**config.mk**
```make
export PLATFORM = sky130hd
export DESIGN_NAME = sprite_bounce_motion_update_unit_flat
export DESIGN_NICKNAME = d
export VERILOG_FILES = /design/src/sv/sbm_pkg.sv /design/src/sv/sbm_in_if.sv /design/src/sv/sbm_out_if.sv /design/src/sv/sbm_sum_stage.sv /design/src/sv/sbm_cmp_stage.sv /design/src/sv/sbm_sel_stage.sv /design/src/sv/sprite_bounce_motion_update_unit.sv /design/src/flat_wrapper.sv
export VERILOG_INCLUDE_DIRS = /design/src /design/src/sv
export SDC_FILE = /design/constraint.sdc
export NUM_CORES = 1
export LEC_CHECK = 0
export BUFFER_PORTS_ARGS = -buffer_cell sky130_fd_sc_hd__buf_2
export CAP_MARGIN = 10
export CORE_ASPECT_RATIO = 1.5
export CORE_MARGIN = 2
export CORE_UTILIZATION = 40
export CTS_CLUSTER_DIAMETER = 50
export CTS_CLUSTER_SIZE = 12
export DETAILED_ROUTE_END_ITERATION = 12
export GPL_ROUTABILITY_DRIVEN = 1
export PLACE_DENSITY = 0.68
export SETUP_SLACK_MARGIN = 0.4
export SLEW_MARGIN = 40
export SYNTH_ARGS = -nofsm -noshare
export SYNTH_HDL_FRONTEND = slang
export SYNTH_HIERARCHICAL = 1
export SYNTH_SLANG_ARGS = --single-unit
```
**constraint.sdc**
```tcl
create_clock -name clk -period 37.3 [get_ports clk]
set_clock_uncertainty 0.15 [all_clocks]
set_input_delay 11.19 -clock clk [delete_from_list [all_inputs] [get_ports clk]]
set_output_delay 11.19 -clock clk [all_outputs]
set_load 0.1 [all_outputs]
```
**src/sv/assert_macros.svh**
```systemverilog
// assertion macros used by the sprite motion pipeline top level
`ifndef ASSERT_MACROS_SVH
`define ASSERT_MACROS_SVH
`ifndef SYNTH
// checked only out of reset
`define SBM_ASSERT(lbl, prop, msg) \
    lbl: assert property (@(posedge clk) disable iff (!rst_n) prop) else $error(msg);
// checked on every edge, reset included
`define SBM_ASSERT_RST(lbl, prop, msg) \
    lbl: assert property (@(posedge clk) prop) else $error(msg);
`else
`define SBM_ASSERT(lbl, prop, msg)
`define SBM_ASSERT_RST(lbl, prop, msg)
`endif
`endif

```
**src/sv/sbm_pkg.sv**
```systemverilog
// types, constants and register codes of the sprite motion pipeline
package sbm_pkg;

    localparam int ANGLE_WRAP = 36000;

    localparam int CFG_IDX_W  = 3;
    localparam int CFG_DATA_W = 16;

    typedef enum logic [CFG_IDX_W-1:0] {
        CFG_UPDATE_ENABLE = 3'd0,
        CFG_DISP_W        = 3'd1,
        CFG_DISP_H        = 3'd2,
        CFG_ZOOM_MINIMUM  = 3'd3,
        CFG_ZOOM_MAXIMUM  = 3'd4
    } cfg_idx_t;

    localparam logic [15:0] ZOOM_BOUND_RESET = 16'd1024;

    typedef struct packed {
        logic        update_enable;
        logic [14:0] disp_w;
        logic [14:0] disp_h;
        logic [15:0] zoom_minimum;
        logic [15:0] zoom_maximum;
    } cfg_t;

    // fields that travel down the pipe and pass through untouched when not updated
    typedef struct packed {
        logic signed [15:0] x;
        logic signed [15:0] y;
        logic signed [15:0] vx;
        logic signed [15:0] vy;
        logic        [15:0] ang;
        logic        [15:0] zm;
        logic signed [15:0] zr;
    } rec_t;

    typedef struct packed {
        logic [7:0]         resv;
        rec_t               rec;
        logic signed [15:0] ar;
        logic               last;
    } in_rec_t;

    // after the adders
    typedef struct packed {
        logic               go;
        logic               last;
        rec_t               rec;
        logic signed [17:0] sum_a;
        logic signed [16:0] sum_x;
        logic signed [16:0] sum_y;
        logic signed [17:0] sum_z;
    } s1_t;

    // after the compares
    typedef struct packed {
        logic        go;
        logic        last;
        rec_t        rec;
        logic [15:0] ang_new;
        logic [15:0] nx;
        logic [15:0] ny;
        logic [15:0] nz;
        logic        x_lo;
        logic        x_hi;
        logic        y_lo;
        logic        y_hi;
        logic        z_lo;
        logic        z_hi;
        logic [14:0] hx;
        logic [14:0] hy;
        logic [15:0] zmin;
        logic [15:0] zmax;
    } s2_t;

    typedef struct packed {
        logic signed [15:0] new_x;
        logic signed [15:0] new_y;
        logic signed [15:0] new_vel_x;
        logic signed [15:0] new_vel_y;
        logic        [15:0] new_angle;
        logic        [15:0] new_zoom;
        logic signed [15:0] new_zoom_rate;
        logic               was_updated;
        logic               last_out;
    } res_t;

endpackage

```
**src/sv/sbm_in_if.sv**
```systemverilog
// record input channel
interface sbm_in_if;
    logic               valid;
    logic               ready;
    logic [7:0]         reserved_byte;
    logic signed [15:0] pos_x;
    logic signed [15:0] pos_y;
    logic signed [15:0] vel_x;
    logic signed [15:0] vel_y;
    logic [15:0]        angle;
    logic [15:0]        zoom;
    logic signed [15:0] angle_rate;
    logic signed [15:0] zoom_rate;
    logic               last_in_frame;

    modport source (
        output valid, reserved_byte, pos_x, pos_y, vel_x, vel_y, angle, zoom,
               angle_rate, zoom_rate, last_in_frame,
        input  ready
    );
    modport sink (
        input  valid, reserved_byte, pos_x, pos_y, vel_x, vel_y, angle, zoom,
               angle_rate, zoom_rate, last_in_frame,
        output ready
    );
endinterface

```
**src/sv/sbm_out_if.sv**
```systemverilog
// result output channel
interface sbm_out_if;
    logic               valid;
    logic               ready;
    logic signed [15:0] new_x;
    logic signed [15:0] new_y;
    logic signed [15:0] new_vel_x;
    logic signed [15:0] new_vel_y;
    logic [15:0]        new_angle;
    logic [15:0]        new_zoom;
    logic signed [15:0] new_zoom_rate;
    logic               was_updated;
    logic               last_out;

    modport source (
        output valid, new_x, new_y, new_vel_x, new_vel_y, new_angle, new_zoom,
               new_zoom_rate, was_updated, last_out,
        input  ready
    );
    modport sink (
        input  valid, new_x, new_y, new_vel_x, new_vel_y, new_angle, new_zoom,
               new_zoom_rate, was_updated, last_out,
        output ready
    );
endinterface

```
**src/sv/sbm_sum_stage.sv**
```systemverilog
// stage 1: record check and the four adders
module sbm_sum_stage (
    input  logic             clk,
    input  logic             rst_n,
    input  logic             en,
    input  logic             in_valid,
    input  sbm_pkg::in_rec_t in_rec,
    input  sbm_pkg::cfg_t    cfg,
    output logic             s1_valid,
    output sbm_pkg::s1_t     s1
);
    import sbm_pkg::*;

    localparam logic [15:0] WRAP16 = 16'(ANGLE_WRAP);

    logic s1_valid_reg;
    s1_t  s1_reg;
    s1_t  s1_next;

    always_comb
    begin
        s1_next.go    = cfg.update_enable && (in_rec.resv == 8'd0) &&
                        (in_rec.rec.ang < WRAP16) && (in_rec.rec.zm != 16'd0);
        s1_next.last  = in_rec.last;
        s1_next.rec   = in_rec.rec;
        s1_next.sum_a = {2'b00, in_rec.rec.ang} + {{2{in_rec.ar[15]}}, in_rec.ar};
        s1_next.sum_x = {in_rec.rec.x[15], in_rec.rec.x} + {in_rec.rec.vx[15], in_rec.rec.vx};
        s1_next.sum_y = {in_rec.rec.y[15], in_rec.rec.y} + {in_rec.rec.vy[15], in_rec.rec.vy};
        s1_next.sum_z = {2'b00, in_rec.rec.zm} + {{2{in_rec.rec.zr[15]}}, in_rec.rec.zr};
    end

    always_ff @(posedge clk or negedge rst_n)
    begin
        if (!rst_n)
        begin
            s1_valid_reg <= 1'b0;
        end
        else if (en)
        begin
            s1_valid_reg <= in_valid;
        end
    end

    always_ff @(posedge clk)
    begin
        if (en)
        begin
            s1_reg <= s1_next;
        end
    end

    assign s1_valid = s1_valid_reg;
    assign s1       = s1_reg;
endmodule

```
**src/sv/sbm_cmp_stage.sv**
```systemverilog
// stage 2: angle wrap and bound compares
module sbm_cmp_stage (
    input  logic          clk,
    input  logic          rst_n,
    input  logic          en,
    input  logic          s1_valid,
    input  sbm_pkg::s1_t  s1,
    input  sbm_pkg::cfg_t cfg,
    output logic          s2_valid,
    output sbm_pkg::s2_t  s2
);
    import sbm_pkg::*;

    localparam logic signed [17:0] WRAP18 = 18'(ANGLE_WRAP);

    logic               s2_valid_reg;
    s2_t                s2_reg;
    s2_t                s2_next;
    logic signed [17:0] ang_fix;

    always_comb
    begin
        // sum stays within one wrap of the range, so one correction is enough
        priority if (s1.sum_a < 18'sd0)
        begin
            ang_fix = s1.sum_a + WRAP18;
        end
        else if (s1.sum_a >= WRAP18)
        begin
            ang_fix = s1.sum_a - WRAP18;
        end
        else
        begin
            ang_fix = s1.sum_a;
        end

        s2_next.go      = s1.go;
        s2_next.last    = s1.last;
        s2_next.rec     = s1.rec;
        s2_next.ang_new = ang_fix[15:0];
        s2_next.nx      = s1.sum_x[15:0];
        s2_next.ny      = s1.sum_y[15:0];
        s2_next.nz      = s1.sum_z[15:0];
        s2_next.hx      = (cfg.disp_w == 15'd0) ? 15'd0 : cfg.disp_w - 15'd1;
        s2_next.hy      = (cfg.disp_h == 15'd0) ? 15'd0 : cfg.disp_h - 15'd1;
        s2_next.zmin    = cfg.zoom_minimum;
        s2_next.zmax    = cfg.zoom_maximum;
        s2_next.x_lo    = s1.sum_x[16];
        s2_next.x_hi    = s1.sum_x > $signed({2'b00, s2_next.hx});
        s2_next.y_lo    = s1.sum_y[16];
        s2_next.y_hi    = s1.sum_y > $signed({2'b00, s2_next.hy});
        s2_next.z_lo    = s1.sum_z < $signed({2'b00, cfg.zoom_minimum});
        s2_next.z_hi    = s1.sum_z > $signed({2'b00, cfg.zoom_maximum});
    end

    always_ff @(posedge clk or negedge rst_n)
    begin
        if (!rst_n)
        begin
            s2_valid_reg <= 1'b0;
        end
        else if (en)
        begin
            s2_valid_reg <= s1_valid;
        end
    end

    always_ff @(posedge clk)
    begin
        if (en)
        begin
            s2_reg <= s2_next;
        end
    end

    assign s2_valid = s2_valid_reg;
    assign s2       = s2_reg;
endmodule

```
**src/sv/sbm_sel_stage.sv**
```systemverilog
// stage 3: bounce selection, rate reflection and the output register
module sbm_sel_stage (
    input  logic         clk,
    input  logic         rst_n,
    input  logic         en,
    input  logic         s2_valid,
    input  sbm_pkg::s2_t s2,
    output logic         res_valid,
    output sbm_pkg::res_t res
);
    import sbm_pkg::*;

    logic res_valid_reg;
    res_t res_reg;
    res_t res_next;

    // most negative rate saturates when made positive
    function automatic logic [15:0] abs_sat(input logic [15:0] r);
        logic [15:0] v;
        begin
            if (r == 16'h8000)
            begin
                v = 16'h7FFF;
            end
            else
            begin
                v = r[15] ? (16'd0 - r) : r;
            end
            return v;
        end
    endfunction

    function automatic logic [15:0] neg_abs(input logic [15:0] r);
        logic [15:0] v;
        begin
            v = (!r[15] && (r != 16'd0)) ? (16'd0 - r) : r;
            return v;
        end
    endfunction

    always_comb
    begin
        res_next.new_x         = s2.rec.x;
        res_next.new_y         = s2.rec.y;
        res_next.new_vel_x     = s2.rec.vx;
        res_next.new_vel_y     = s2.rec.vy;
        res_next.new_angle     = s2.rec.ang;
        res_next.new_zoom      = s2.rec.zm;
        res_next.new_zoom_rate = s2.rec.zr;
        res_next.was_updated   = s2.go;
        res_next.last_out      = s2.last;

        if (s2.go)
        begin
            res_next.new_angle = s2.ang_new;

            priority if (s2.x_lo)
            begin
                res_next.new_x     = 16'sd0;
                res_next.new_vel_x = abs_sat(s2.rec.vx);
            end
            else if (s2.x_hi)
            begin
                res_next.new_x     = {1'b0, s2.hx};
                res_next.new_vel_x = neg_abs(s2.rec.vx);
            end
            else
            begin
                res_next.new_x = s2.nx;
            end

            priority if (s2.y_lo)
            begin
                res_next.new_y     = 16'sd0;
                res_next.new_vel_y = abs_sat(s2.rec.vy);
            end
            else if (s2.y_hi)
            begin
                res_next.new_y     = {1'b0, s2.hy};
                res_next.new_vel_y = neg_abs(s2.rec.vy);
            end
            else
            begin
                res_next.new_y = s2.ny;
            end

            priority if (s2.z_lo)
            begin
                res_next.new_zoom      = s2.zmin;
                res_next.new_zoom_rate = abs_sat(s2.rec.zr);
            end
            else if (s2.z_hi)
            begin
                res_next.new_zoom      = s2.zmax;
                res_next.new_zoom_rate = neg_abs(s2.rec.zr);
            end
            else
            begin
                res_next.new_zoom = s2.nz;
            end
        end
    end

    always_ff @(posedge clk or negedge rst_n)
    begin
        if (!rst_n)
        begin
            res_valid_reg <= 1'b0;
        end
        else if (en)
        begin
            res_valid_reg <= s2_valid;
        end
    end

    always_ff @(posedge clk)
    begin
        if (en)
        begin
            res_reg <= res_next;
        end
    end

    assign res_valid = res_valid_reg;
    assign res       = res_reg;
endmodule

```
**src/sv/sprite_bounce_motion_update_unit.sv**
```systemverilog
// top level of the sprite bounce motion pipeline
//
//  channel   dir   handshake          contents
//  in_ch     in    valid / ready      one sprite transform record
//  out_ch    out   valid / ready      the record advanced by one frame
//  cfg       in    cfg_wr_en only     enable, frame size, zoom bounds
//
// three register stages (adders, compares, select); a record entering passes
// through all three before it shows on out_ch, one record per cycle while not stalled
// the whole pipe advances together, held only while out_ch has a result the
// sink does not take; nothing is dropped or repeated across a stall
// reset clears the stage valid bits and loads the register defaults
module sprite_bounce_motion_update_unit (
    input  logic                              clk,
    input  logic                              rst_n,
    sbm_in_if.sink                            in_ch,
    sbm_out_if.source                         out_ch,
    input  logic                              cfg_wr_en,
    input  logic [sbm_pkg::CFG_IDX_W-1:0]     cfg_index,
    input  logic [sbm_pkg::CFG_DATA_W-1:0]    cfg_wdata
);
    import sbm_pkg::*;

    `include "assert_macros.svh"

    cfg_t    cfg_reg;
    cfg_t    cfg_next;
    in_rec_t in_rec;
    logic    pipe_en;
    logic    s1_valid;
    logic    s2_valid;
    logic    res_valid;
    s1_t     s1;
    s2_t     s2;
    res_t    res;
    logic [2:0] valid_all;
    logic    upd_out;

    // configuration registers, out-of-range indexes ignored
    always_comb
    begin
        cfg_next = cfg_reg;
        if (cfg_wr_en)
        begin
            unique case (cfg_idx_t'(cfg_index))
                CFG_UPDATE_ENABLE: cfg_next.update_enable = cfg_wdata[0];
                CFG_DISP_W:        cfg_next.disp_w        = cfg_wdata[14:0];
                CFG_DISP_H:        cfg_next.disp_h        = cfg_wdata[14:0];
                CFG_ZOOM_MINIMUM:  cfg_next.zoom_minimum  = cfg_wdata;
                CFG_ZOOM_MAXIMUM:  cfg_next.zoom_maximum  = cfg_wdata;
                default:           cfg_next = cfg_reg;
            endcase
        end
    end

    always_ff @(posedge clk or negedge rst_n)
    begin
        if (!rst_n)
        begin
            cfg_reg.update_enable <= 1'b0;
            cfg_reg.disp_w        <= 15'd0;
            cfg_reg.disp_h        <= 15'd0;
            cfg_reg.zoom_minimum  <= ZOOM_BOUND_RESET;
            cfg_reg.zoom_maximum  <= ZOOM_BOUND_RESET;
        end
        else
        begin
            cfg_reg <= cfg_next;
        end
    end

    // pipe moves whenever the output register is empty or being drained
    assign pipe_en     = !res_valid || out_ch.ready;
    assign in_ch.ready = pipe_en;

    assign in_rec.resv   = in_ch.reserved_byte;
    assign in_rec.rec.x  = in_ch.pos_x;
    assign in_rec.rec.y  = in_ch.pos_y;
    assign in_rec.rec.vx = in_ch.vel_x;
    assign in_rec.rec.vy = in_ch.vel_y;
    assign in_rec.rec.ang = in_ch.angle;
    assign in_rec.rec.zm = in_ch.zoom;
    assign in_rec.rec.zr = in_ch.zoom_rate;
    assign in_rec.ar     = in_ch.angle_rate;
    assign in_rec.last   = in_ch.last_in_frame;

    // stage 1: validity check and sums
    sbm_sum_stage u_sum (
        .clk      (clk),
        .rst_n    (rst_n),
        .en       (pipe_en),
        .in_valid (in_ch.valid),
        .in_rec   (in_rec),
        .cfg      (cfg_reg),
        .s1_valid (s1_valid),
        .s1       (s1)
    );

    // stage 2: angle wrap and bounce compares
    sbm_cmp_stage u_cmp (
        .clk      (clk),
        .rst_n    (rst_n),
        .en       (pipe_en),
        .s1_valid (s1_valid),
        .s1       (s1),
        .cfg      (cfg_reg),
        .s2_valid (s2_valid),
        .s2       (s2)
    );

    // stage 3: clamp, reflect and hold the result for the sink
    sbm_sel_stage u_sel (
        .clk       (clk),
        .rst_n     (rst_n),
        .en        (pipe_en),
        .s2_valid  (s2_valid),
        .s2        (s2),
        .res_valid (res_valid),
        .res       (res)
    );

    assign out_ch.valid         = res_valid;
    assign out_ch.new_x         = res.new_x;
    assign out_ch.new_y         = res.new_y;
    assign out_ch.new_vel_x     = res.new_vel_x;
    assign out_ch.new_vel_y     = res.new_vel_y;
    assign out_ch.new_angle     = res.new_angle;
    assign out_ch.new_zoom      = res.new_zoom;
    assign out_ch.new_zoom_rate = res.new_zoom_rate;
    assign out_ch.was_updated   = res.was_updated;
    assign out_ch.last_out      = res.last_out;

    assign valid_all = {s1_valid, s2_valid, res_valid};
    assign upd_out   = out_ch.valid && out_ch.was_updated;

    // once reset has been seen at an edge, no result is presented
    `SBM_ASSERT_RST(a_no_valid_in_reset, !rst_n |=> !out_ch.valid, "result valid during reset")
    // an accepted record always lands in stage 1
    `SBM_ASSERT(a_accept_lands, (in_ch.valid && in_ch.ready) |=> s1_valid, "accepted record lost")
    // a stall freezes every stage valid bit
    `SBM_ASSERT(a_stall_freezes, !pipe_en |=> $stable(valid_all), "pipe moved during a stall")
    // updated angles are always wrapped into range
    `SBM_ASSERT(a_angle_wrapped, upd_out |-> out_ch.new_angle < 16'(ANGLE_WRAP), "bad angle")
    // updated positions never go negative
    `SBM_ASSERT(a_pos_nonneg, upd_out |-> !out_ch.new_x[15] && !out_ch.new_y[15], "x or y below 0")
endmodule
```
**src/flat_wrapper.sv**
```systemverilog
// flat-port wrapper written by rule: the top's interface ports become plain ports
module sprite_bounce_motion_update_unit_flat import sbm_pkg::*;
  (clk, rst_n, cfg_wr_en, cfg_index, cfg_wdata, in_ch_valid, in_ch_reserved_byte, in_ch_pos_x, in_ch_pos_y, in_ch_vel_x, in_ch_vel_y, in_ch_angle, in_ch_zoom, in_ch_angle_rate, in_ch_zoom_rate, in_ch_last_in_frame, in_ch_ready, out_ch_valid, out_ch_new_x, out_ch_new_y, out_ch_new_vel_x, out_ch_new_vel_y, out_ch_new_angle, out_ch_new_zoom, out_ch_new_zoom_rate, out_ch_was_updated, out_ch_last_out, out_ch_ready);
  sbm_in_if in_ch_i ();
  sbm_out_if out_ch_i ();
  input  logic clk;
  input  logic rst_n;
  input  logic cfg_wr_en;
  input  logic [sbm_pkg::CFG_IDX_W-1:0] cfg_index;
  input  logic [sbm_pkg::CFG_DATA_W-1:0] cfg_wdata;
  input wire logic [$bits(in_ch_i.valid)-1:0] in_ch_valid;
  input wire logic [$bits(in_ch_i.reserved_byte)-1:0] in_ch_reserved_byte;
  input wire logic [$bits(in_ch_i.pos_x)-1:0] in_ch_pos_x;
  input wire logic [$bits(in_ch_i.pos_y)-1:0] in_ch_pos_y;
  input wire logic [$bits(in_ch_i.vel_x)-1:0] in_ch_vel_x;
  input wire logic [$bits(in_ch_i.vel_y)-1:0] in_ch_vel_y;
  input wire logic [$bits(in_ch_i.angle)-1:0] in_ch_angle;
  input wire logic [$bits(in_ch_i.zoom)-1:0] in_ch_zoom;
  input wire logic [$bits(in_ch_i.angle_rate)-1:0] in_ch_angle_rate;
  input wire logic [$bits(in_ch_i.zoom_rate)-1:0] in_ch_zoom_rate;
  input wire logic [$bits(in_ch_i.last_in_frame)-1:0] in_ch_last_in_frame;
  output wire logic [$bits(in_ch_i.ready)-1:0] in_ch_ready;
  output wire logic [$bits(out_ch_i.valid)-1:0] out_ch_valid;
  output wire logic [$bits(out_ch_i.new_x)-1:0] out_ch_new_x;
  output wire logic [$bits(out_ch_i.new_y)-1:0] out_ch_new_y;
  output wire logic [$bits(out_ch_i.new_vel_x)-1:0] out_ch_new_vel_x;
  output wire logic [$bits(out_ch_i.new_vel_y)-1:0] out_ch_new_vel_y;
  output wire logic [$bits(out_ch_i.new_angle)-1:0] out_ch_new_angle;
  output wire logic [$bits(out_ch_i.new_zoom)-1:0] out_ch_new_zoom;
  output wire logic [$bits(out_ch_i.new_zoom_rate)-1:0] out_ch_new_zoom_rate;
  output wire logic [$bits(out_ch_i.was_updated)-1:0] out_ch_was_updated;
  output wire logic [$bits(out_ch_i.last_out)-1:0] out_ch_last_out;
  input wire logic [$bits(out_ch_i.ready)-1:0] out_ch_ready;
  assign in_ch_i.valid = in_ch_valid;
  assign in_ch_i.reserved_byte = in_ch_reserved_byte;
  assign in_ch_i.pos_x = in_ch_pos_x;
  assign in_ch_i.pos_y = in_ch_pos_y;
  assign in_ch_i.vel_x = in_ch_vel_x;
  assign in_ch_i.vel_y = in_ch_vel_y;
  assign in_ch_i.angle = in_ch_angle;
  assign in_ch_i.zoom = in_ch_zoom;
  assign in_ch_i.angle_rate = in_ch_angle_rate;
  assign in_ch_i.zoom_rate = in_ch_zoom_rate;
  assign in_ch_i.last_in_frame = in_ch_last_in_frame;
  assign in_ch_ready = in_ch_i.ready;
  assign out_ch_valid = out_ch_i.valid;
  assign out_ch_new_x = out_ch_i.new_x;
  assign out_ch_new_y = out_ch_i.new_y;
  assign out_ch_new_vel_x = out_ch_i.new_vel_x;
  assign out_ch_new_vel_y = out_ch_i.new_vel_y;
  assign out_ch_new_angle = out_ch_i.new_angle;
  assign out_ch_new_zoom = out_ch_i.new_zoom;
  assign out_ch_new_zoom_rate = out_ch_i.new_zoom_rate;
  assign out_ch_was_updated = out_ch_i.was_updated;
  assign out_ch_last_out = out_ch_i.last_out;
  assign out_ch_i.ready = out_ch_ready;
  sprite_bounce_motion_update_unit u_core (.clk(clk), .rst_n(rst_n), .in_ch(in_ch_i), .out_ch(out_ch_i), .cfg_wr_en(cfg_wr_en), .cfg_index(cfg_index), .cfg_wdata(cfg_wdata));
endmodule
```
# Word-level counts from Yosys, hierarchy flattened
# Cells that the tools add are included.
[classes] muxes=25 n_addsub=11 n_reduce_logical=24 order_cmp=7 eq_ne=7
[op_table] operator="two-way mux 16 bit" n=21
[op_table] operator="two-way mux 112 bit" n=1
[op_table] operator="nonzero test 16 bit" n=4
[op_table] operator="== test 16 bit (second input constant)" n=3
[op_table] operator="subtractor 1 x 16 -> 16 bit (first input constant)" n=3
[op_table] operator="adder 17 x 16 -> 18 bit" n=2
[op_table] operator="adder 16 x 16 -> 17 bit" n=2
[op_table] operator="greater-than comparator 17 x 16 -> 1 bit" n=2
[op_table] operator="two-way mux 32 bit" n=1
[op_table] operator="zero test 15 bit" n=2
[op_table] operator="two-way mux 15 bit" n=2
[op_table] operator="subtractor 15 x 1 -> 15 bit (second input constant)" n=2
[op_table] operator=">= comparator 18 x 17 -> 1 bit (second input constant)" n=1
[op_table] operator="greater-than comparator 18 x 17 -> 1 bit" n=1
[op_table] operator="< comparator 18 x 1 -> 1 bit (second input constant)" n=1
[op_table] operator="< comparator 18 x 17 -> 1 bit" n=1
[op_table] operator="adder 16 bit (second input constant)" n=1
[op_table] operator="< comparator 16 bit (second input constant)" n=1
[op_table] operator="subtractor 16 bit (second input constant)" n=1
[op_table] operator="AND reduction 2 bit" n=5
[op_table] operator="zero test 8 bit" n=1
[op_table] operator="== test 3 x 2 -> 1 bit (second input constant)" n=2
[op_table] operator="logical AND 1 bit" n=6
[op_table] operator="zero test 1 bit" n=4
[op_table] operator="4 further kinds" n=4
[totals] elab_cells=127 regBits=610 input_bits=161 output_inout_bits=116

# Longest topological paths before layout
# Gate-level depths: netlist of run 1.
[depth] depth_word=6 mapped_depth=13 mapped_depth_nobuf=12

# Modules after synthesis
# The synthesis of run 1 kept the hierarchy.
[modules_own_cells] module="sbm_cmp_stage" instances=1 area_each_um2=10084.7 cells_each=645
[modules_own_cells] module="sbm_sum_stage" instances=1 area_each_um2=8829.7 cells_each=635
[modules_own_cells] module="sbm_sel_stage" instances=1 area_each_um2=7503.4 cells_each=749
[modules_own_cells] module="sprite_bounce_motion_update_unit" instances=1 area_each_um2=2570.0 cells_each=139

# Worst setup path after synthesis of run 1
# No wires, ideal clock.
[synth_path] path_type="input port to output port" startpoint="input port out_ch_ready" endpoint="output port in_ch_ready" cell_stages=1 required_ns=25.960 slack_ns=1.047 arrival_ns=24.913 path_buffers=0 cell_sequence="nand2b_1"
[synth_between] elab_chain_cells=1
[synth_rtl] item="start: declaration" line_no="flat_wrapper.sv:33" source="input wire logic [$bits(out_ch_i.ready)-1:0] out_ch_ready;"
[synth_rtl] item="logical OR 1 bit" line_no="sprite_bounce_motion_update_unit.sv:73" source="assign pipe_en = !res_valid || out_ch.ready;"
[synth_rtl] item="end: declaration" line_no="flat_wrapper.sv:22" source="output wire logic [$bits(in_ch_i.ready)-1:0] in_ch_ready;"
# No other way between the ends.

# Final worst setup path of run 1
# Same ends and word-level chain as after synthesis.

==> impl_results.md, run 1 <==
- Outcome: finished clean
- Port Buffers: ~280
- Post-DRT Antenna Nets: 0
- Worst path cell trace: buf_2, nand2b_4, buf_2
- Detailed placement HPWL: 50100 um
- Total routed wirelength: 69400 um
- Die H: 334 um
- Initial Util: 40.5%
- Grt total ovfl: 0
- Clock slew at reported path FFs: roughly 0.06 ns
- Placer's final routability congestion estimate: 0.923
- Crit-path max FO: 38
- Post-synth EDFFs: roughly 540
- Worst Setup Start Kind: input pin
- Final cycle utilization of the critical path: between 60% and 70%
- Drt via density: 5.50
- Later-pin clock latency in the skew report: between 0.6 and 0.7 ns
- WL/cell: 20.3 um
- Fmax: 42.3 MHz
- Async SR Flop Fraction: between 10 and 15%
- Slew @ Worst Pin: 0.826 ns
- Slew headroom: 44.7%
- Inserted Clock Buffers: about 60
- Gate family responsible for the most delay along the worst path: buffers and inverters
- Seq. cell area: 18000 um^2
- Non-Filler Instances: 3417
- CP required: ~26 ns
- Core area: just over 70000 um^2
- Synth Cell Area: 29000 um^2
- Multi-input gate area: 10200 um^2
- Max stage delay on crit path: 0.57 ns
- Ports: 277
- GR Util All Layers: 18.3%
- Fin. max-slew vios: 0
- Die area: 74700 um^2
- PostCTS Resize Cnt: 0
- Post-synth net total: 2470
- Initial DRC count: 1428
- Fillcell total: 6270
- Clk root buf: clkbuf_16
- Final instance area: roughly 33000 um^2
- Max reg flops: 246
- Cell total after placement: 3301
- Drt pass-1 iters: 6
- Setup TNS: 0 ns
- Final nets: 2751
- Most used cell, CP: buf_2
- Post-CTS Setup Repair Bufs: 0
- First-pass GRT wire length: 106000 um
- Buf+Inv Stages, Crit Path: 2
- Worst Setup End Kind: output port
- Residual DRC: 0
- RSZ-0062 raised after global routing: no
- Layout area overhead: 14.5%
- Yosys warning count: 6
- Lkg Pwr: 13.1 nW
- Largest net degree at the start of global routing: 100
- Slowest-stage cell, CP: buf_2
- H-tree levels: 2
- Synth cell types: 92
- WS Path Type: in -> out
- Mean Syn Cell Area: between 10 and 15 um^2
- VDD IR-drop max: 60.3 uV
- Row count: 120
- Prevailing post-synth register cell: edfxtp_1
- Cells after Synth: 2168
- Vias in the first global route: 19040
- Hold slack: 0.233 ns
- Crit path time final: 23.64 ns
- Tightest Hold Check Type: reg -> reg
- Final hold vios: 0
- Seq/Total Area, Yosys: 62.1%
- Initial antenna violation count: 5
- CTS tree: yes
- WP data arrival: 12.30 ns
- Layout cells sized above 1: 20.7%
- Die extent in x: 224 um
- Clock sinks: 610
- Max clock buf depth: 3
- FF+latch count, synth: 610
- MaxCap Viol Count: 0
- Vias post-DR: 18785
- Count of hold-fix buffers inserted at cts: 0
- Pwr Density: 85.6 nW/um^2
- Post-DP Area: 31300 um^2
- Final Setup Violations: 0
[cell usage after synthesis, drive strengths merged (7+ instances only)]
master     n  area share, %
edfxtp   544             56
ha       137            5.9
nand2    127            1.6
a21oi    125            2.2
o21ai    118            2.0
inv      117            1.5
nor2     106            1.4
mux2     100            4.3
dfrtp     64            5.5
mux2i     59            2.0
xnor2     51            1.5
clkbuf    46           0.60
nor3      46           0.83
o2bb2ai   42            1.3
nand3     35           0.64
nor4      34           0.86
a21o      30           0.78
buf       28           0.73
xor2      26           0.79
nand2b    23           0.50
nand4     22           0.47
a31oi     21           0.47
o21a      20           0.52
a211oi    18           0.55
or3       17           0.37
nor2b     15           0.32
o31ai     13           0.34
or4       13           0.39
o22ai     11           0.24
o211ai    10           0.26
or2       10           0.22
and2       9           0.19
and3       9           0.19
nand3b     8           0.21
nor3b      8           0.21
o311ai     8           0.24
o21bai     7           0.18
o41ai      7           0.24
[cells in the final DEF, fill, tap and decap left out, types with 22 or more instances in the layout]
master	synthesis	routed
edfxtp_1	544	544
buf_2	9	276
ha_1	137	137
nand2_1	127	127
a21oi_1	125	125
inv_1	117	116
o21ai_0	113	113
nor2_1	105	105
mux2_2	70	70
dfrtp_1	64	64
clkbuf_16	0	61
mux2i_1	59	59
xnor2_1	51	51
nor3_1	44	43
o2bb2ai_1	42	42
clkbuf_1	46	39
nand3_1	33	33
mux2_4	30	30
nor4_1	31	30
a21o_1	29	29
xor2_1	26	26
nand4_1	22	22
[stage by stage]
step | total power [mW] | util [%] | setup WS [ns]
2_1_floorplan | 2.12 | - | 1.05
3_3_place_gp | 2.26 | 43.7 | 13.64
3_5_place_dp | 2.29 | 43.7 | 13.61
4_1_cts | 2.87 | 46.3 | 13.63
5_1_grt | 2.97 | 46.4 | 13.59
6_report | 2.84 | 46.4 | 13.66
[layout make-up]
class | instances | area share (%)
multi-input cells | 1366 | 30.8
clock inverters | 12 | 0.415
inverters | 118 | 1.33
well taps | 915 | 3.45
repair buffers | 292 | 4.68
flip-flops and latches | 610 | 54.2
diodes | 1 | 0.00754
clock buffers | 103 | 5.16
[power by group]
part           leakage (nW)  internal [mW]  switching (mW)  total (mW)
Combinational          5.83          0.258           0.834        1.09
Clock                 0.882          0.320           0.254       0.574
Sequential             6.35           1.05           0.127        1.18
[kinds of logic after synthesis]
group,share of synthesized area (%)
AO/OA/AOI/OAI,11.2
XOR/XNOR,2.33
adder cells (fa/ha/maj),6.19
buffers and inverters,2.85
flip-flops,62.1
multiplexers,6.31
AND/OR/NAND/NOR,9.07
[worst paths after layout]
| check | start | to | slack (ns) | cells after the start |
|---|---|---|---|---|
| hold / removal | u_core/u_sum/s1[161]$_DFFE_PP_ | u_core/u_cmp/s2[223]$_DFFE_PP_ | 0.23 | 0 |
| setup reg to reg | u_core/u_cmp/s2[197]$_DFFE_PP_ | u_core/u_sel/res[71]$_DFFE_PP_ | 33.72 | 7 |
| min in group asynchronous | rst_n | u_core/cfg_reg[62]$_DFFE_PN0P_ | 10.46 | 2 |
| setup / recovery | out_ch_ready | in_ch_ready | 13.66 | 3 |
| max in group asynchronous | rst_n | u_core/cfg_reg[40]$_DFFE_PN0P_ | 26.04 | 2 |
| hold reg to reg | u_core/u_sum/s1[161]$_DFFE_PP_ | u_core/u_cmp/s2[223]$_DFFE_PP_ | 0.23 | 0 |
[per-layer routing]
metal	wire, um	GRT usage (%)	up-vias
met3	3540	3.15	174
met5	47	0	-
met4	3160	8.72	8
met1	26400	20.5	9115
met2	36200	33.4	634
li1	-	-	8854
(Power assumes the default switching activity.)
==> inputs of run 2 (changes only) <==
clock period = 24.2 ns   (was 37.3 ns; I/O delays follow)
==> run 2 against run 1 <==
  * Critical path depth is the same
  * Utilization is 0.21 points higher
  * Count of clock-buffer cells in the layout is 15 lower
  * Non-clock buffer count is 1 higher
  * First-iteration DRC count up 9.0%
  * Final cell count shrank 0.23%
  * Die area did not move
  * Register-to-register slack worse by 13 ns
  * Clock power rose by 65%
==> impl_results.md, run 2 (synthesis gave the netlist of run 1 again) <==
- Outcome: finished clean (unchanged)
- Crit path time final: 15.78 ns
- Die extent in x: 224 um (unchanged)
- First-pass GRT wire length: 107000 um (was 106000 um)
- CTS tree: yes (unchanged)
- Max stage delay on crit path: 0.53 ns (was 0.57 ns)
- Hold slack: 0.253 ns (was 0.233 ns)
- Reg2reg setup slack: 20.56 ns (was 33.72 ns)
- Layout cells sized above 1: 21.2% (was 20.7%)
- Fin. max-slew vios: 0 (unchanged)
- Clk root buf: clkbuf_16 (unchanged)
- Residual DRC: 0 (unchanged)
- Lkg Pwr: 13.1 nW (about the same)
- Slowest-stage cell, CP: buf_2 (unchanged)
- Layout area overhead: 15.0% (was 14.5%)
- Max clock buf depth: 3 (unchanged)
- Final cycle utilization of the critical path: 65.2%
- Largest net degree at the start of global routing: 104 (was 100)
- Ports: 277 (unchanged)
- Most used cell, CP: buf_2 (unchanged)
- Later-pin clock latency in the skew report: 0.62 ns (was 0.65 ns)
- Vias in the first global route: 18997 (was 19040)
- PostCTS Resize Cnt: 0 (unchanged)
- Initial DRC count: 1557 (was 1428)
- VDD IR-drop max: 106 uV (was 60.3 uV)
- Fmax: 63.4 MHz
- Post-DRT Antenna Nets: 0 (unchanged)
- Final nets: 2757 (was 2751)
- Initial Util: 40.5% (unchanged)
- Detailed placement HPWL: 50400 um (was 50100 um)
- Slew headroom: 48.3% (was 44.7%)
- Worst path cell trace: buf_2, nand2b_4, buf_2 (unchanged)
- Clock slew at reported path FFs: 0.06 ns (about the same)
- Gate family responsible for the most delay along the worst path: buffers and inverters (unchanged)
- Slew @ Worst Pin: 0.764 ns (was 0.826 ns)
- Drt pass-1 iters: 5 (was 6)
- Final Setup Violations: 0 (unchanged)
- Final hold vios: 0 (unchanged)
- Pwr Total: 4.45 mW (was 2.84 mW)
- Most common cell after layout, fill and taps aside: edfxtp_1 (unchanged)
- Setup TNS: 0 ns (unchanged)
- WP data arrival: 8.37 ns (was 12.30 ns)
- Row count: 120 (unchanged)
- Initial antenna violation count: 8 (was 5)
- Drt via density: 5.53 (was 5.50)
- Worst Setup End Kind: output port (unchanged)
- Die area: 74700 um^2 (unchanged)
- Vias post-DR: 18863 (was 18785)
- WS Path Type: in -> out (unchanged)
- CP required: 16.79 ns (was 25.96 ns)
- Count of hold-fix buffers inserted at cts: 0 (unchanged)
- WL/cell: 20.6 um (was 20.3 um)
- Die H: 334 um (unchanged)
- MaxCap Viol Count: 0 (unchanged)
- Max reg flops: 246 (unchanged)
- Buf+Inv Stages, Crit Path: 2 (unchanged)
- Post-CTS Setup Repair Bufs: 0 (unchanged)
- Commonest non-fill, non-tap cells in the layout: edfxtp_1 (544), buf_2 (276), ha_1 (137) (unchanged)
- Pwr Density: 133 nW/um^2 (was 85.6 nW/um^2)
- H-tree levels: 3 (was 2)
- Port Buffers: 276 (unchanged)
- RSZ-0062 raised after global routing: no (unchanged)
- GR Util All Layers: 18.6% (was 18.3%)
- Grt total ovfl: 0 (unchanged)
- Inserted Clock Buffers: 66 (was 61)
- Placer's final routability congestion estimate: 0.915 (was 0.923)
- Worst Setup Start Kind: input pin (unchanged)
- Core area: 71600 um^2 (unchanged)
- Clock sinks: 610 (unchanged)
- Total routed wirelength: 70100 um (was 69400 um)
- Tightest Hold Check Type: reg -> reg (unchanged)
- Crit-path max FO: 38 (unchanged)
-- run 2: cell count changes in the layout (fill, tap and decap cells not counted), moves of 2 or more --
cell | before | now
inv_16 | 0 | 2
clkbuf_8 | 3 | 1
inv_6 | 2 | 6
clkbuf_16 | 61 | 67
clkbuf_1 | 39 | 21
buf_6 | 5 | 3
-- run 2: worst paths after layout --
path | start | end | depth (start not counted)
max | out_ch_ready | in_ch_ready | 3
min | u_core/u_sum/s1[52]$_DFFE_PP_ | u_core/u_cmp/s2[116]$_DFFE_PP_ | 0
max reg2reg | u_core/u_sel/res_valid$_DFFE_PN0P_ | u_core/u_sel/res[70]$_DFFE_PP_ | 5
min reg2reg | u_core/u_sum/s1[52]$_DFFE_PP_ | u_core/u_cmp/s2[116]$_DFFE_PP_ | 0
max in group asynchronous | rst_n | u_core/cfg_reg[43]$_DFFE_PN0P_ | 2
min in group asynchronous | rst_n | u_core/cfg_reg[28]$_DFFE_PN0P_ | 2
-- run 2: cell type report --
| class | instances | area [um^2] |
|---|---|---|
| fillers | 6334 | 38300 |
| clock inverters | 17 | 210 |
| diodes | 2 | 5.00 |
| clock buffers | 88 | 1760 |
| well taps | 915 | 1140 |
| multi-input cells | 1366 | 10200 |
| inverters | 118 | 443 |
| flip-flops and latches | 610 | 18000 |
| repair buffers | 293 | 1570 |
-- run 2: per-stage QoR --
step | worst slack [ns] | area (um^2) | utilization, % | instances
final | 8.42 | 33300 | 46.6 | 3409
after global routing | 8.34 | 33300 | 46.5 | 3407
after CTS | 8.40 | 33300 | 46.5 | 3406
after detailed placement | 8.40 | 31300 | 43.8 | 3301
after global placement | 8.42 | 31300 | 43.7 | 3299
after floorplan | 2.37 | 29000 | - | 2168
-- run 2: power breakdown --
group,switching (mW),internal (mW),total [mW]
Clock,0.413,0.536,0.949
Combinational,1.29,0.400,1.69
Sequential,0.193,1.61,1.81
Total,1.90,2.55,4.45
-- run 2: worst reg2reg max path, delay by kind of cell (launching register included) --
family,cells,cell delay [ns]
buf+inv,4,2.19
simple gates,1,0.45
flops,1,0.42
-- run 2: routing by layer --
layer  wire, um  vias to the layer above  GRT usage [%]
met5         65                        -              0
met4       3070                       10           9.50
met3       3420                      154           3.19
met2      37000                      592           33.9
met1      26600                     9235           20.7
li1           -                     8872              -
==> inputs of run 3 (changes only) <==
PLACE_DENSITY = 0.7   (was 0.68)
clock period = 12.9 ns   (was 24.2 ns; I/O delays follow)
==> run 3 against run 2 <==
  * Die area stayed put
  * Global-route usage shrank 0.49 points
  * Highest routed layer unchanged
  * Largest power group unchanged
  * Sequential power up 87%
  * Combinational power is 87% higher
  * Largest cell class unchanged
  * Worst hold slack worse by 0.023 ns
  * Register-to-register slack lost 11 ns
==> impl_results.md, run 3 (synthesis gave the netlist of run 1 again) <==
- Final Setup Violations: 0 (unchanged)
- Die H: 334 um (unchanged)
- Max clock buf depth: 3 (unchanged)
- Slew headroom: 45.8% (was 48.3%)
- Die area: 74700 um^2 (unchanged)
- Core area: 71600 um^2 (unchanged)
- Clock slew at reported path FFs: 0.06 ns (about the same)
- Row count: 120 (unchanged)
- Clock power share: 20.3% (was 21.3%)
- First-pass GRT wire length: 105000 um (was 107000 um)
- Count of hold-fix buffers inserted at cts: 0 (unchanged)
- Final WS setup: 3.75 ns (was 8.42 ns)
- Largest net degree at the start of global routing: 95 (was 104)
- PostCTS Resize Cnt: 0 (unchanged)
- Crit path time final: 9.16 ns
- Vias in the first global route: 18831 (was 18997)
- Clk root buf: clkbuf_16 (unchanged)
- Pwr Density: 247 nW/um^2 (was 133 nW/um^2)
- Switching share of power: 42.6% (was 42.7%)
- Worst reg2reg startpoint: u_core/u_sel/res_valid$_DFFE_PN0P_ (unchanged)
- Layout area overhead: 14.7% (was 15.0%)
- Final hold vios: 0 (unchanged)
- Global-route layer with the greatest usage: met2 (unchanged)
- Worst r2r path cells: 5 (unchanged)
- Grt total ovfl: 0 (unchanged)
- Non-Filler Instances: 3419 (was 3409)
- Detailed placement HPWL: 50600 um (was 50400 um)
- RSZ-0062 raised after global routing: no (unchanged)
- Cell total after placement: 3302 (was 3301)
- Drt pass-1 iters: 6 (was 5)
- Layout cells sized above 1: 20.8% (was 21.2%)
- WS Path Type: in -> out (unchanged)
- WL/cell: 20.2 um (was 20.6 um)
- CTS tree: yes (unchanged)
- Min-delay src: u_core/u_sum/s1[162]$_DFFE_PP_ (was u_core/u_sum/s1[52]$_DFFE_PP_)
- Ports: 277 (unchanged)
- Max reg flops: 246 (unchanged)
- Initial antenna violation count: 5 (was 8)
- Hold path depth: 0 (unchanged)
- Most common cell after layout, fill and taps aside: edfxtp_1 (unchanged)
- H-tree levels: 2 (was 3)
- Initial DRC count: 1332 (was 1557)
- Port Buffers: 276 (unchanged)
- Setup TNS: 0 ns (unchanged)
- Fillcell total: 6319 (was 6334)
- Residual DRC: 0 (unchanged)
- Crit-path max FO: 43 (was 38)
- Clock sinks: 610 (unchanged)
- VDD IR-drop max: 165 uV (was 106 uV)
- MaxCap Viol Count: 0 (unchanged)
- Post-CTS Setup Repair Bufs: 0 (unchanged)
- Reg2reg setup slack: 9.20 ns (was 20.56 ns)
- Place WS: 3.73 ns (was 8.40 ns)
- Reg power frac: 41.3% (was 40.6%)
- Pwr Total: 8.22 mW (was 4.45 mW)
- Total routed wirelength: 69200 um (was 70100 um)
- Placer's final routability congestion estimate: 0.886 (was 0.915)
- Worst Setup End Kind: output port (unchanged)
- Fmax: between 100 and 150 MHz
- WP data arrival: 5.13 ns (was 8.37 ns)
- Logic pwr share: 38.4% (was 38.0%)
- Vias post-DR: 18792 (was 18863)
- Inserted Clock Buffers: 60 (was 66)
- Hold Path Sink: u_core/u_cmp/s2[224]$_DFFE_PP_ (was u_core/u_cmp/s2[116]$_DFFE_PP_)
- Commonest non-fill, non-tap cells in the layout: edfxtp_1 (544), buf_2 (276), ha_1 (137) (unchanged)
- Worst reg2reg endpoint: u_core/u_cmp/s2[53]$_DFFE_PP_ (was u_core/u_sel/res[70]$_DFFE_PP_)
- Post-DRT Antenna Nets: 0 (unchanged)
- P_int: 4.72 mW (was 2.55 mW)
- Outcome: finished clean (unchanged)
- Drt via density: 5.50 (was 5.53)
- Post-DP Area: 31300 um^2 (about the same)
- Worst Setup Start Kind: input pin (unchanged)
- Final nets: 2753 (was 2757)
- Grt met3 use: 2.82% (was 3.19%)
- GR Util All Layers: 18.1% (was 18.6%)
- Met2 Use GR: 33.4% (was 33.9%)
- Final instance area: 33200 um^2 (was 33300 um^2)
- Fin. max-slew vios: 0 (unchanged)
- Slew @ Worst Pin: 0.814 ns (was 0.764 ns)
- Initial Util: 40.5% (unchanged)
- CP required: 8.88 ns (was 16.79 ns)
- Switching power: 3.50 mW (was 1.90 mW)
- Later-pin clock latency in the skew report: 0.65 ns (was 0.62 ns)
- Final cycle utilization of the critical path: 71.0%
- GR Util met1: 20.1% (was 20.7%)
- Lkg Pwr: 13.1 nW (about the same)
- Die extent in x: 224 um (unchanged)
- Tightest Hold Check Type: reg -> reg (unchanged)
[run 3: cell count changes in the layout (fill, tap and decap cells not counted), moves of 3 or more]
cell,change
inv_6,-4
clkbuf_1,+18
clkinv_4,-3
buf_6,+3
clkbuf_16,-3
[run 3: worst max-delay path: stages]
cell,delay (ns)
buf_2,0.09
nand2b_4,0.36
buf_12,0.29
buf_2,0.48
[run 3: power by group through the flow]
| stage | sequential (mW) | clock (mW) | combinational, mW |
|---|---|---|---|
| floorplan | 4.72 | 0 | 1.19 |
| global placement | 3.42 | 0 | 3.09 |
| detailed placement | 3.44 | 0 | 3.15 |
| CTS | 3.41 | 1.72 | 3.16 |
| global route | 3.47 | 1.78 | 3.34 |
| finish | 3.39 | 1.67 | 3.16 |
[run 3: area by class of cell]
| type | instances | area, um^2 | area share, % |
|---|---|---|---|
| Inverter | 118 | 443 | 1.33 |
| Timing Repair Buffer | 295 | 1570 | 4.71 |
| Antenna cell | 2 | 5.00 | 0.0151 |
| Clock inverter | 8 | 96.3 | 0.290 |
| Clock buffer | 105 | 1780 | 5.34 |
| Sequential cell | 610 | 18000 | 54.1 |
| Tap cell | 915 | 1140 | 3.44 |
| Multi-Input combinational cell | 1366 | 10200 | 30.7 |
[run 3: worst max-delay path by stage]
stage,depth (start not counted),from,to
after CTS,4,out_ch_ready,in_ch_ready
after detailed placement,4,out_ch_ready,in_ch_ready
after floorplan,1,out_ch_ready,in_ch_ready
after global placement,3,out_ch_ready,in_ch_ready
after global routing,4,out_ch_ready,in_ch_ready
final,4,out_ch_ready,in_ch_ready
[run 3: metal layers]
metal	vias up	share of wire, %
met4	8	4.8
met2	614	53
met3	158	5.0
met1	9152	37
li1	8860	-
met5	-	0.071
[run 3: stage by stage]
step / util, % / hold slack (ns)
2_1_floorplan: - / 0.250
3_3_place_gp: 43.7 / 0.250
3_5_place_dp: 43.7 / 0.255
4_1_cts: 46.4 / 0.252
5_1_grt: 46.4 / 0.254
6_report: 46.4 / 0.229
